$ cat config.mk
export PLATFORM = sky130hd
export DESIGN_NAME = lru_key_value_cache_core
export DESIGN_NICKNAME = d
export VERILOG_FILES = /design/src/hdl/lkvc_pkg.sv /design/src/hdl/lkvc_cell.sv /design/src/hdl/lru_key_value_cache_core.sv
export VERILOG_INCLUDE_DIRS = /design/src /design/src/hdl
export SDC_FILE = /design/constraint.sdc
export NUM_CORES = 1
export LEC_CHECK = 0
export BUFFER_PORTS_ARGS = -buffer_cell sky130_fd_sc_hd__clkbuf_2
export CAP_MARGIN = 20
export CORE_ASPECT_RATIO = 0.8
export CORE_UTILIZATION = 60
export DETAILED_ROUTE_END_ITERATION = 16
export PLACE_DENSITY_LB_ADDON = 0.15
export SLEW_MARGIN = 15
export SYNTH_ARGS = -nofsm -noshare
export SYNTH_HDL_FRONTEND = slang
export SYNTH_HIERARCHICAL = 1
export SYNTH_SLANG_ARGS = --single-unit
$ cat constraint.sdc
create_clock -name i_clk -period 13.1 [get_ports i_clk]
set_clock_uncertainty 0.05 [all_clocks]
set_input_delay 0.655 -clock i_clk [delete_from_list [all_inputs] [get_ports i_clk]]
set_output_delay 0.655 -clock i_clk [all_outputs]
set_load 0.01 [all_outputs]
$ cat src/hdl/lru_key_value_cache_core_assert.svh
// assertion macros shared by the cache rtl
`ifndef LRU_KEY_VALUE_CACHE_CORE_ASSERT_SVH
`define LRU_KEY_VALUE_CACHE_CORE_ASSERT_SVH

// implication checked in the cycle after the antecedent, disabled in reset
`define LKVC_ASSERT_NEXT(lbl, ante, cons, msg) \
    lbl: assert property (@(posedge i_clk) disable iff (!i_rst_n) (ante) |=> (cons)) \
        else $error(msg);

// same-cycle implication, disabled in reset
`define LKVC_ASSERT_NOW(lbl, ante, cons, msg) \
    lbl: assert property (@(posedge i_clk) disable iff (!i_rst_n) (ante) |-> (cons)) \
        else $error(msg);

`endif

$ cat src/hdl/lkvc_pkg.sv
package lkvc_pkg;

    localparam int KEY_W = 32;
    localparam int VAL_W = 32;
    localparam int CAP_W = 5;

    localparam logic [CAP_W-1:0] CAPACITY_RESET = CAP_W'(16);
    localparam logic [VAL_W-1:0] MISS_VALUE     = '1;

    localparam logic REQ_GET = 1'b0;
    localparam logic REQ_PUT = 1'b1;

    typedef struct packed {
        logic             valid;
        logic [KEY_W-1:0] key;
        logic [VAL_W-1:0] value;
    } t_entry;

    typedef struct packed {
        logic             load;
        logic [KEY_W-1:0] key;
    } t_cell_ctl;

endpackage

$ cat src/hdl/lkvc_cell.sv
module lkvc_cell
    import lkvc_pkg::*;
(
    input  logic             i_clk,
    input  logic             i_rst_n,
    input  t_cell_ctl        i_ctl,
    input  t_entry           i_shift,
    input  logic             i_hit_up,
    input  logic [VAL_W-1:0] i_val_up,
    output t_entry           o_entry,
    output logic             o_hit_up,
    output logic [VAL_W-1:0] o_val_up
);

    t_entry r_entry;
    logic   hit;

    assign hit      = r_entry.valid && (r_entry.key == i_ctl.key);
    assign o_hit_up = hit | i_hit_up;
    assign o_val_up = (hit ? r_entry.value : '0) | i_val_up;
    assign o_entry  = r_entry;

    always_ff @(posedge i_clk) begin
        if (!i_rst_n) begin
            r_entry.valid <= 1'b0;
        end else if (i_ctl.load) begin
            r_entry.valid <= i_shift.valid;
        end
    end

    // payload needs no reset
    always_ff @(posedge i_clk) begin
        if (i_ctl.load) begin
            r_entry.key   <= i_shift.key;
            r_entry.value <= i_shift.value;
        end
    end

endmodule

$ cat src/hdl/lru_key_value_cache_core.sv
// a get result strobes in the cycle after the work cycle
// a new item is accepted only while not busy; busy covers the compare-and-shift work cycle
// a put gives no result; the receiver cannot stall the result strobe
// reset (synchronous, active low) empties every cell and sets capacity to 16
// store is cleared at once by per-cell valid bits, no clearing pass
`include "lru_key_value_cache_core_assert.svh"

module lru_key_value_cache_core
    import lkvc_pkg::*;
#(
    parameter int ENTRIES = 16
) (
    input  logic                    i_clk,
    input  logic                    i_rst_n,
    input  logic                    start,
    output logic                    busy,
    input  logic                    i_req_type,
    input  logic signed [KEY_W-1:0] i_key,
    input  logic signed [VAL_W-1:0] i_value,
    output logic                    o_result_valid,
    output logic                    o_found,
    output logic signed [VAL_W-1:0] o_read_value,
    input  logic                    i_cfg_valid,
    output logic                    o_cfg_ready,
    input  logic        [CAP_W-1:0] i_cfg_data
);

    // occupancy holds 0..ENTRIES
    localparam int OW = $clog2(ENTRIES + 1);
    // common width for the capacity / occupancy compare
    localparam int CW = (OW > CAP_W) ? OW : CAP_W;

    // request register, loaded when an item is accepted
    logic             r_busy;
    logic             r_req;
    logic [KEY_W-1:0] r_key;
    logic [VAL_W-1:0] r_value;

    logic [CAP_W-1:0] r_capacity;
    logic [OW-1:0]    r_occ;
    logic [OW-1:0]    n_occ;

    logic             r_result_valid;
    logic             r_found;
    logic [VAL_W-1:0] r_read_value;

    // cell row: cell 0 is most recent, recency rank is the cell position
    t_entry           cell_entry [ENTRIES];
    t_cell_ctl        cell_ctl   [ENTRIES];
    t_entry           cell_shift [ENTRIES];
    logic             hit_up     [ENTRIES+1];
    logic [VAL_W-1:0] val_up     [ENTRIES+1];
    logic [ENTRIES-1:0] valid_vec;

    logic             accept;
    logic             hit_any;
    logic             full;
    logic [CW-1:0]    eff_cap;
    logic [OW-1:0]    limit;
    t_entry           front;

    assign accept      = start && !busy;
    assign busy        = r_busy;
    assign o_cfg_ready = 1'b1;

    // top of the hit / value chains
    assign hit_up[ENTRIES] = 1'b0;
    assign val_up[ENTRIES] = '0;
    assign hit_any         = hit_up[0];

    // capacity 0 acts as 1, above ENTRIES acts as ENTRIES
    always_comb begin
        if (r_capacity == '0) begin
            eff_cap = CW'(1);
        end else if (CW'(r_capacity) > CW'(ENTRIES)) begin
            eff_cap = CW'(ENTRIES);
        end else begin
            eff_cap = CW'(r_capacity);
        end
    end

    assign full = CW'(r_occ) >= eff_cap;

    // on a put miss: new key enters at the front, the row shifts up to the
    // first empty cell, or up to the least recent cell when full
    assign limit = full ? (r_occ - OW'(1)) : r_occ;

    // entry that lands in cell 0
    always_comb begin
        front.valid = 1'b1;
        front.key   = r_key;
        if (hit_any && (r_req == REQ_GET)) begin
            front.value = val_up[0];
        end else begin
            front.value = r_value;
        end
    end

    genvar gi;
    generate
        for (gi = 0; gi < ENTRIES; gi++) begin : g_cell
            // on a hit, cells at or below the hit cell move up one
            // a get miss leaves the row untouched
            assign cell_ctl[gi].load = r_busy &&
                (hit_any ? hit_up[gi] : ((r_req == REQ_PUT) && (OW'(gi) <= limit)));
            assign cell_ctl[gi].key  = r_key;
            assign valid_vec[gi]     = cell_entry[gi].valid;

            if (gi == 0) begin : g_head
                assign cell_shift[gi] = front;
            end else begin : g_body
                assign cell_shift[gi] = cell_entry[gi-1];
            end

            lkvc_cell u_cell (
                .i_clk    (i_clk),
                .i_rst_n  (i_rst_n),
                .i_ctl    (cell_ctl[gi]),
                .i_shift  (cell_shift[gi]),
                .i_hit_up (hit_up[gi+1]),
                .i_val_up (val_up[gi+1]),
                .o_entry  (cell_entry[gi]),
                .o_hit_up (hit_up[gi]),
                .o_val_up (val_up[gi])
            );
        end
    endgenerate

    // occupancy grows only on an insert into a free cell
    always_comb begin
        n_occ = r_occ;
        if (r_busy && (r_req == REQ_PUT) && !hit_any && !full) begin
            n_occ = r_occ + OW'(1);
        end
    end

    // control state
    always_ff @(posedge i_clk) begin
        if (!i_rst_n) begin
            r_busy         <= 1'b0;
            r_occ          <= '0;
            r_capacity     <= CAPACITY_RESET;
            r_result_valid <= 1'b0;
        end else begin
            r_busy         <= accept;
            r_occ          <= n_occ;
            r_result_valid <= r_busy && (r_req == REQ_GET);
            if (i_cfg_valid && o_cfg_ready) begin
                r_capacity <= i_cfg_data;
            end
        end
    end

    // payload registers
    always_ff @(posedge i_clk) begin
        if (accept) begin
            r_req   <= i_req_type;
            r_key   <= i_key;
            r_value <= i_value;
        end
        if (r_busy) begin
            r_found      <= hit_any;
            r_read_value <= hit_any ? val_up[0] : MISS_VALUE;
        end
    end

    assign o_result_valid = r_result_valid;
    assign o_found        = r_found;
    assign o_read_value   = r_read_value;

    // every item finishes in its work cycle, busy is never held
    `LKVC_ASSERT_NEXT(a_busy_one_cycle, r_busy, !r_busy, "busy held past one cycle")
    // an accepted get strobes a result after its work cycle
    `LKVC_ASSERT_NEXT(a_get_result, r_busy && (r_req == REQ_GET), o_result_valid, "get gave no result")
    // filled cells stay packed at the low end and match the occupancy count
    `LKVC_ASSERT_NOW(a_occ_count, 1'b1, (OW'($countones(valid_vec)) == r_occ) && ((valid_vec & (valid_vec + ENTRIES'(1))) == '0), "cell row not packed")
    // a miss reports the miss value
    `LKVC_ASSERT_NOW(a_miss_value, o_result_valid && !o_found, o_read_value == MISS_VALUE, "miss value wrong")

endmodule
==> results of run 1 <==
## cell type report
type                            count  area, um^2
Clock buffer                      145        3010
Inverter                          613        2300
Sequential cell                  1150       34300
Tap cell                         1212        1520
Multi-Input combinational cell   1960       18300
Clock inverter                     67         827
Timing Repair Buffer              214        1340
Fill cell                        6490       30200
## worst max-delay path: cells and delay by family, from the launching register on
kind            cells  cell delay [ns]
compound gates     19             3.55
buf+inv            19             3.32
simple gates        1             1.16
flops               1             0.68
## cells in the final DEF, fill, tap and decap left out, types with 4 or more instances in the layout
master	synthesis	routed
clkbuf_16	0	112
clkbuf_2	0	108
o211ai_1	18	18
mux2_2	31	31
nor3_2	0	16
clkinv_1	0	19
clkinv_2	0	21
a221oi_1	33	33
nor2_1	6	6
ha_1	7	7
inv_1	613	613
edfxtp_1	1122	1122
nand2_1	532	532
dfxtp_1	28	27
and2_1	10	9
nand4_1	34	34
o41ai_2	448	449
clkbuf_8	0	8
o2111ai_4	0	16
o21ai_0	8	8
o41ai_4	32	32
nor4_1	64	64
conb_1	2	35
nand3_1	6	6
clkinvlp_4	0	4
nor3_1	20	4
o41ai_1	48	47
xnor2_1	101	101
clkbuf_1	106	25
nand2b_1	37	37
or4_2	0	16
bufinv_16	0	16
buf_4	2	106
xor2_1	368	368
nor2b_1	24	22
mux2i_1	21	21
## per-stage QoR
stage | instance area (um^2) | cells
floorplan | 55900 | 3948
global placement | 57700 | 5149
detailed placement | 57700 | 5149
CTS | 61500 | 5361
global route | 61500 | 5361
finish | 61500 | 5361
## metal layers
metal,share of wire [%],track usage (%),vias to the layer above
met3,5.5,3.54,155
met5,0,0,-
li1,-,-,14600
met2,43,35.1,850
met4,2.3,6.64,0
met1,49,37.0,15300
## power by group through the flow
stage / registers (W) / logic (W) / clock network (W)
after floorplan: 0.00428 / 0.000352 / 0
after global placement: 0.00425 / 0.000525 / 0
after detailed placement: 0.00426 / 0.000536 / 0
after CTS: 0.00418 / 0.000540 / 0.00339
after global routing: 0.00418 / 0.000587 / 0.00352
final: 0.00418 / 0.000539 / 0.00334
## sequential cells by signal, indices dropped and copies added, names as in the netlist
name                   count
o_result_valid             1
r_value                   32
g_cell.u_cell/o_entry   1040
o_read_value              32
r_req                      1
busy                       1
o_found                    1
r_occ                      5
r_key                     32
r_capacity                 5
## logic make-up after synthesis
family | Yosys count | synth area share, %
other | 2 | 0.0135
AO/OA/AOI/OAI | 639 | 17.1
adder cells (fa/ha/maj) | 7 | 0.157
AND/OR/NAND/NOR | 757 | 6.07
buffers and inverters | 838 | 6.95
multiplexers | 53 | 1.02
flip-flops | 1150 | 61.4
XOR/XNOR | 469 | 7.36
## synth_stat cells (2+ instances only)
library cell / n / area, um^2
edfxtp_1: 1122 / 33700
nor2b_1: 24 / 150
o41ai_2: 448 / 7290
buf_1: 3 / 11.3
buf_4: 2 / 15.0
buf_6: 17 / 191
a21oi_1: 2 / 10.0
nand2b_1: 37 / 231
a21o_1: 3 / 22.5
o41ai_1: 48 / 420
and2_1: 10 / 62.6
o2111ai_1: 16 / 140
buf_2: 49 / 245
o211ai_1: 18 / 135
o21ai_1: 3 / 15.0
o21a_1: 2 / 15.0
xnor2_1: 101 / 885
nor2_1: 6 / 22.5
xor2_1: 368 / 3220
mux2i_1: 21 / 210
inv_1: 613 / 2300
a32o_1: 2 / 20.0
nand4_1: 34 / 213
a22o_1: 3 / 26.3
o31a_1: 2 / 17.5
conb_1: 2 / 7.51
a221oi_1: 33 / 289
nor3_1: 20 / 100
o21ai_0: 8 / 40.0
clkbuf_1: 106 / 398
mux2_2: 31 / 349
nand3_1: 6 / 30.0
o21ai_2: 3 / 26.3
or4_1: 18 / 135
ha_1: 7 / 87.6
nor4_1: 64 / 400
dfxtp_1: 28 / 561
buf_8: 48 / 721
o41ai_4: 32 / 881
nand2_1: 532 / 2000
## how the worst min path moves through the flow
stage                                       startpoint                           end  slack, ns  depth (start not counted)
after floorplan            g_cell[9].u_cell/o_entry[0]  g_cell[10].u_cell/o_entry[0]       0.38                          0
after global placement    g_cell[8].u_cell/o_entry[27]  g_cell[9].u_cell/o_entry[27]       0.38                          0
after detailed placement  g_cell[6].u_cell/o_entry[29]  g_cell[7].u_cell/o_entry[29]       0.38                          0
after CTS                                     i_key[9]                      r_key[9]       0.02                          1
after global routing                        i_value[4]                    r_value[4]       0.04                          1
final                                      i_value[31]                   r_value[31]       0.07                          1
==> impl_metrics.yaml, run 1 <==
critical_path:
  critPathMaxStageDelay_ns: 1.16
  cp-end-kind: "register"
  worstSetupPathType: "register to register"
  worst-r2r-setup-slack_ns: 3.88
  cp_data_arrival_time_ns: 9.51
  crit_path_start: "r_key[6]"
  rr_startpoint: "r_key[6]"
  reg2reg_depth: 39
  crit_end: "g_cell[3].u_cell/o_entry[18]"
  crit_required_ns: 13.38
  start_kind: "register"
  worst_r2r_endpoint: "g_cell[3].u_cell/o_entry[18]"
  crit_fanout: 66
  cpMostUsedCell: "inv_1"
  slowest_stage: "or4_2"
route:
  drt_wl_total_um: 112000
  drt_iter0_drc: 2459
  wl_per_cell_um: 20.9
  first_pass_iters: 6
  drcViolationCount: 0
  vias_per_cell: 5.76
  ant_nets: 0
  route.vias.total: 30900
synthesis:
  synth.avg_cell_area_um2: 14.3
  netlist_area_um2: 55800
  yosys_warnings: 6
  ys.flop_type: "edfxtp_1"
  yosysUniqueCellTypes: 63
  ys_seq_area_share_pct: 61.4
  syn_inst: 3915
  ys_seq_elements: 1150
  synth_edf_count: 1122
  synthArstFlopShare_pct: 0
sta:
  relSlewSlack_pct: 26.6
  fin_crit_sh_pct: 70.4
  period_minus_slack_ns: 9.22
  setup_ws_ns: 3.88
  drv_slew: 0
  fin_setup_tns_ns: 0
  finalHoldViolations: 0
  setup_viol: 0
  hold_ws_ns: 0.0718
  worst_pin_slew_ns: 1.10
  rsz0062_at_grt: "false"
  fmax_mhz: 108
global_route:
  track_usage_pct: 23.9
  grt_antenna_before_repair: 0
  grt_pass1_vias: 30900
  grt_max_degree: 67
  grt_pass1_wl_um: 178000
  grt_overflow_total: 0
clock_tree:
  clock_sinks: 1150
  cts_buffers: 111
  cts_setup_buffers: 0
  cts_tree: "yes"
  clk_latency_ns: 0.71
  clockRootBuffer: "clkbuf_16"
  cts_hold_buf: 0
  clkSlewWorstSetupHoldPaths_ns: 0.06
  htreeDepth: 3
  cts_resized: 0
  cts_buffer_depth: 3
power_and_ir_drop:
  p_int_w: 0.00627
  p_seq_share_pct: 51.9
  ir_worst_vdd_v: 0.000119
  comb_power_share_pct: 6.7
  p_sw_share_pct: 22.2
  clkPwrFrac_pct: 41.4
  p_per_area_nw_per_um2: 131
  power_w: 0.00805
  switchingPower_w: 0.00178
  p_leak_nw: 21.9
die:
  die_h_um: 275
  num_rows: 99
  core_um2: 91700
  die-area_um2: 94300
  fp.dieW_um: 343
  initial_core_util_pct: 60.9
  ios: 110
place:
  dp_hpwl_um: 76300
  place.gp.congestion: 0.813
  io_buffers: 108
  pre_cts_ws_ns: 4.11
final_layout:
  syn_to_final_growth_pct: 10.2
  finalNetCount: 4131
  num_antenna_cells: 0
  final_util_pct: 67.1
  layout-drive-gt1-share_pct: 23.5
run_status:
  run_status: "completed"
min_path:
  hp-class: "primary input to register"
run:
  maxCapViolCount: 0
Power figures use the tool's default switching activity.
==> run 2: changes to the inputs <==
Clock period 13.1 ns to 8.7 ns, I/O delays scaled along.
==> run 2 against run 1 <==
Core utilization is 0.38 points higher. Global-route usage is 1.0 points higher. Clock-buffer cell count down 4. Sequential power rose by 51%. Flip-flop and latch count is the same. Largest cell class unchanged. Sequential share of layout area shrank 0.31 points. Cell area increased by 0.57%.
==> impl_metrics.yaml, run 2 (synthesis gave the netlist of run 1 again) <==
critical_path:
  cp_data_arrival_time_ns: 8.37
  slowest_stage: "edfxtp_1"
  worstSetupPathType: "register to register"
  start_kind: "register"
  critPathMaxStageDelay_ns: 1.06
  cp-end-kind: "register"
  crit_required_ns: 9.01
  path_buf_inv: 17
  path_delay_family: "compound AO/OA/AOI/OAI gates"
  crit_fanout: 34
die:
  num_rows: 99
  ios: 110
  core_um2: 91700
  fp.dieW_um: 343
  initial_core_util_pct: 60.9
  die_h_um: 275
  die-area_um2: 94300
final_layout:
  final_cell_mix: "1,122 x edfxtp_1, 613 x inv_1, 532 x nand2_1, 449 x o41ai_2, 368 x xor2_1"
  finalNetCount: 4186
  fillers: 6403
  num_antenna_cells: 0
  largest_reg_flops: 1040
  syn_to_final_growth_pct: 10.8
  final_common_cell: "edfxtp_1"
  regArea_um2: 34300
  layout-drive-gt1-share_pct: 22.9
  multi_input_area_um2: 18300
  final_util_pct: 67.5
route:
  vias_per_cell: 5.78
  ant_nets: 0
  first_pass_iters: 6
  route.vias.total: 31300
  drcViolationCount: 0
  drt_iter0_drc: 2726
  wl_per_cell_um: 21.5
  drt_wl_total_um: 117000
clock_tree:
  cts_buffers: 112
  clock_sinks: 1150
  cts_resized: 0
  cts_tree: "yes"
  htreeDepth: 3
  clockRootBuffer: "clkbuf_16"
  clk_latency_ns: 0.71
  clkSlewWorstSetupHoldPaths_ns: 0.06
  cts_buffer_depth: 3
place:
  pre_cts_ws_ns: 0.896
  io_buffers: 108
  place.gp.congestion: 0.846
  dp_hpwl_um: 82600
power_and_ir_drop:
  ir_worst_vdd_v: 0.000225
  p_per_area_nw_per_um2: 192
  p_leak_nw: 22.0
sta:
  fmax_mhz: 124
  fin_setup_tns_ns: 0
  relSlewSlack_pct: 27.7
  setup_viol: 0
  rsz0062_at_grt: "false"
  setup_ws_ns: 0.638
  drv_slew: 0
  finalHoldViolations: 0
  hold_ws_ns: 0.0582
  period_minus_slack_ns: 8.06
  fin_crit_sh_pct: 92.7
  worst_pin_slew_ns: 1.09
run_status:
  run_status: "completed"
global_route:
  grt_max_degree: 66
  track_usage_pct: 24.9
  grt_pass1_wl_um: 182000
  grt_pass1_vias: 30400
  grt_overflow_total: 0
  grt_antenna_before_repair: 0
run:
  maxCapViolCount: 0
min_path:
  hp-class: "primary input to register"
## run 2: cell count changes in the layout (fill, tap and decap cells not counted), sizes merged
cell,delta
buf,+2
bufinv,-7
clkbuf,-4
clkinv,+6
clkinvlp,-1
dlygate4sd3,+52
inv,+2
## run 2: report_power, final
part | internal [W] | switching (W) | total, W
clock | 0.00267 | 0.00207 | 0.00473
combinational | 0.000319 | 0.000517 | 0.000836
sequential | 0.00622 | 0.0000944 | 0.00631
## run 2: through the flow
stage | instances | total power [W] | instance area [um^2]
floorplan | 3948 | 0.00697 | 55900
global placement | 5151 | 0.00721 | 57800
detailed placement | 5151 | 0.00723 | 57800
CTS | 5411 | 0.0120 | 61900
global route | 5411 | 0.0123 | 61900
finish | 5411 | 0.0119 | 61900
## run 2: area by class of cell
class                   instances  area share, %
clock buffers                 141           4.76
clock inverters                67           1.02
inverters                     613           3.72
multi-input cells            1960           29.5
flip-flops and latches       1150           55.4
well taps                    1212           2.45
repair buffers                268           3.15
## run 2: routing by layer
layer	share of wire (%)	vias up	GRT usage (%)
li1	-	14700	-
met1	49	15500	39.9
met2	42	960	35.0
met3	7.0	141	4.61
met4	1.7	0	5.57
met5	0	-	0
## run 2: final timing paths
kind | start | endpoint | slack (ns) | cells past startpoint
max reg2reg | r_key[21] | g_cell[14].u_cell/o_entry[61] | 0.64 | 37
max | r_key[21] | g_cell[14].u_cell/o_entry[61] | 0.64 | 37
min | i_cfg_valid | r_capacity[4] | 0.06 | 2
min reg2reg | g_cell[10].u_cell/o_entry[26] | g_cell[11].u_cell/o_entry[26] | 0.39 | 0
## run 2: worst reg2reg max path: cells and delay by family (launching register included)
kind                   cells  cell delay (ns)
XOR/XNOR                   1             0.16
AO/OA/AOI/OAI             17             3.16
buffers and inverters     17             2.04
flip-flops                 1             1.06
AND/OR/NAND/NOR            2             1.22
## run 2: repair_timing
item | in CTS | in global routing
buffers inserted | 0 | 0
hold endpoints to repair | 52 | 0
hold buffers | 52 | 0
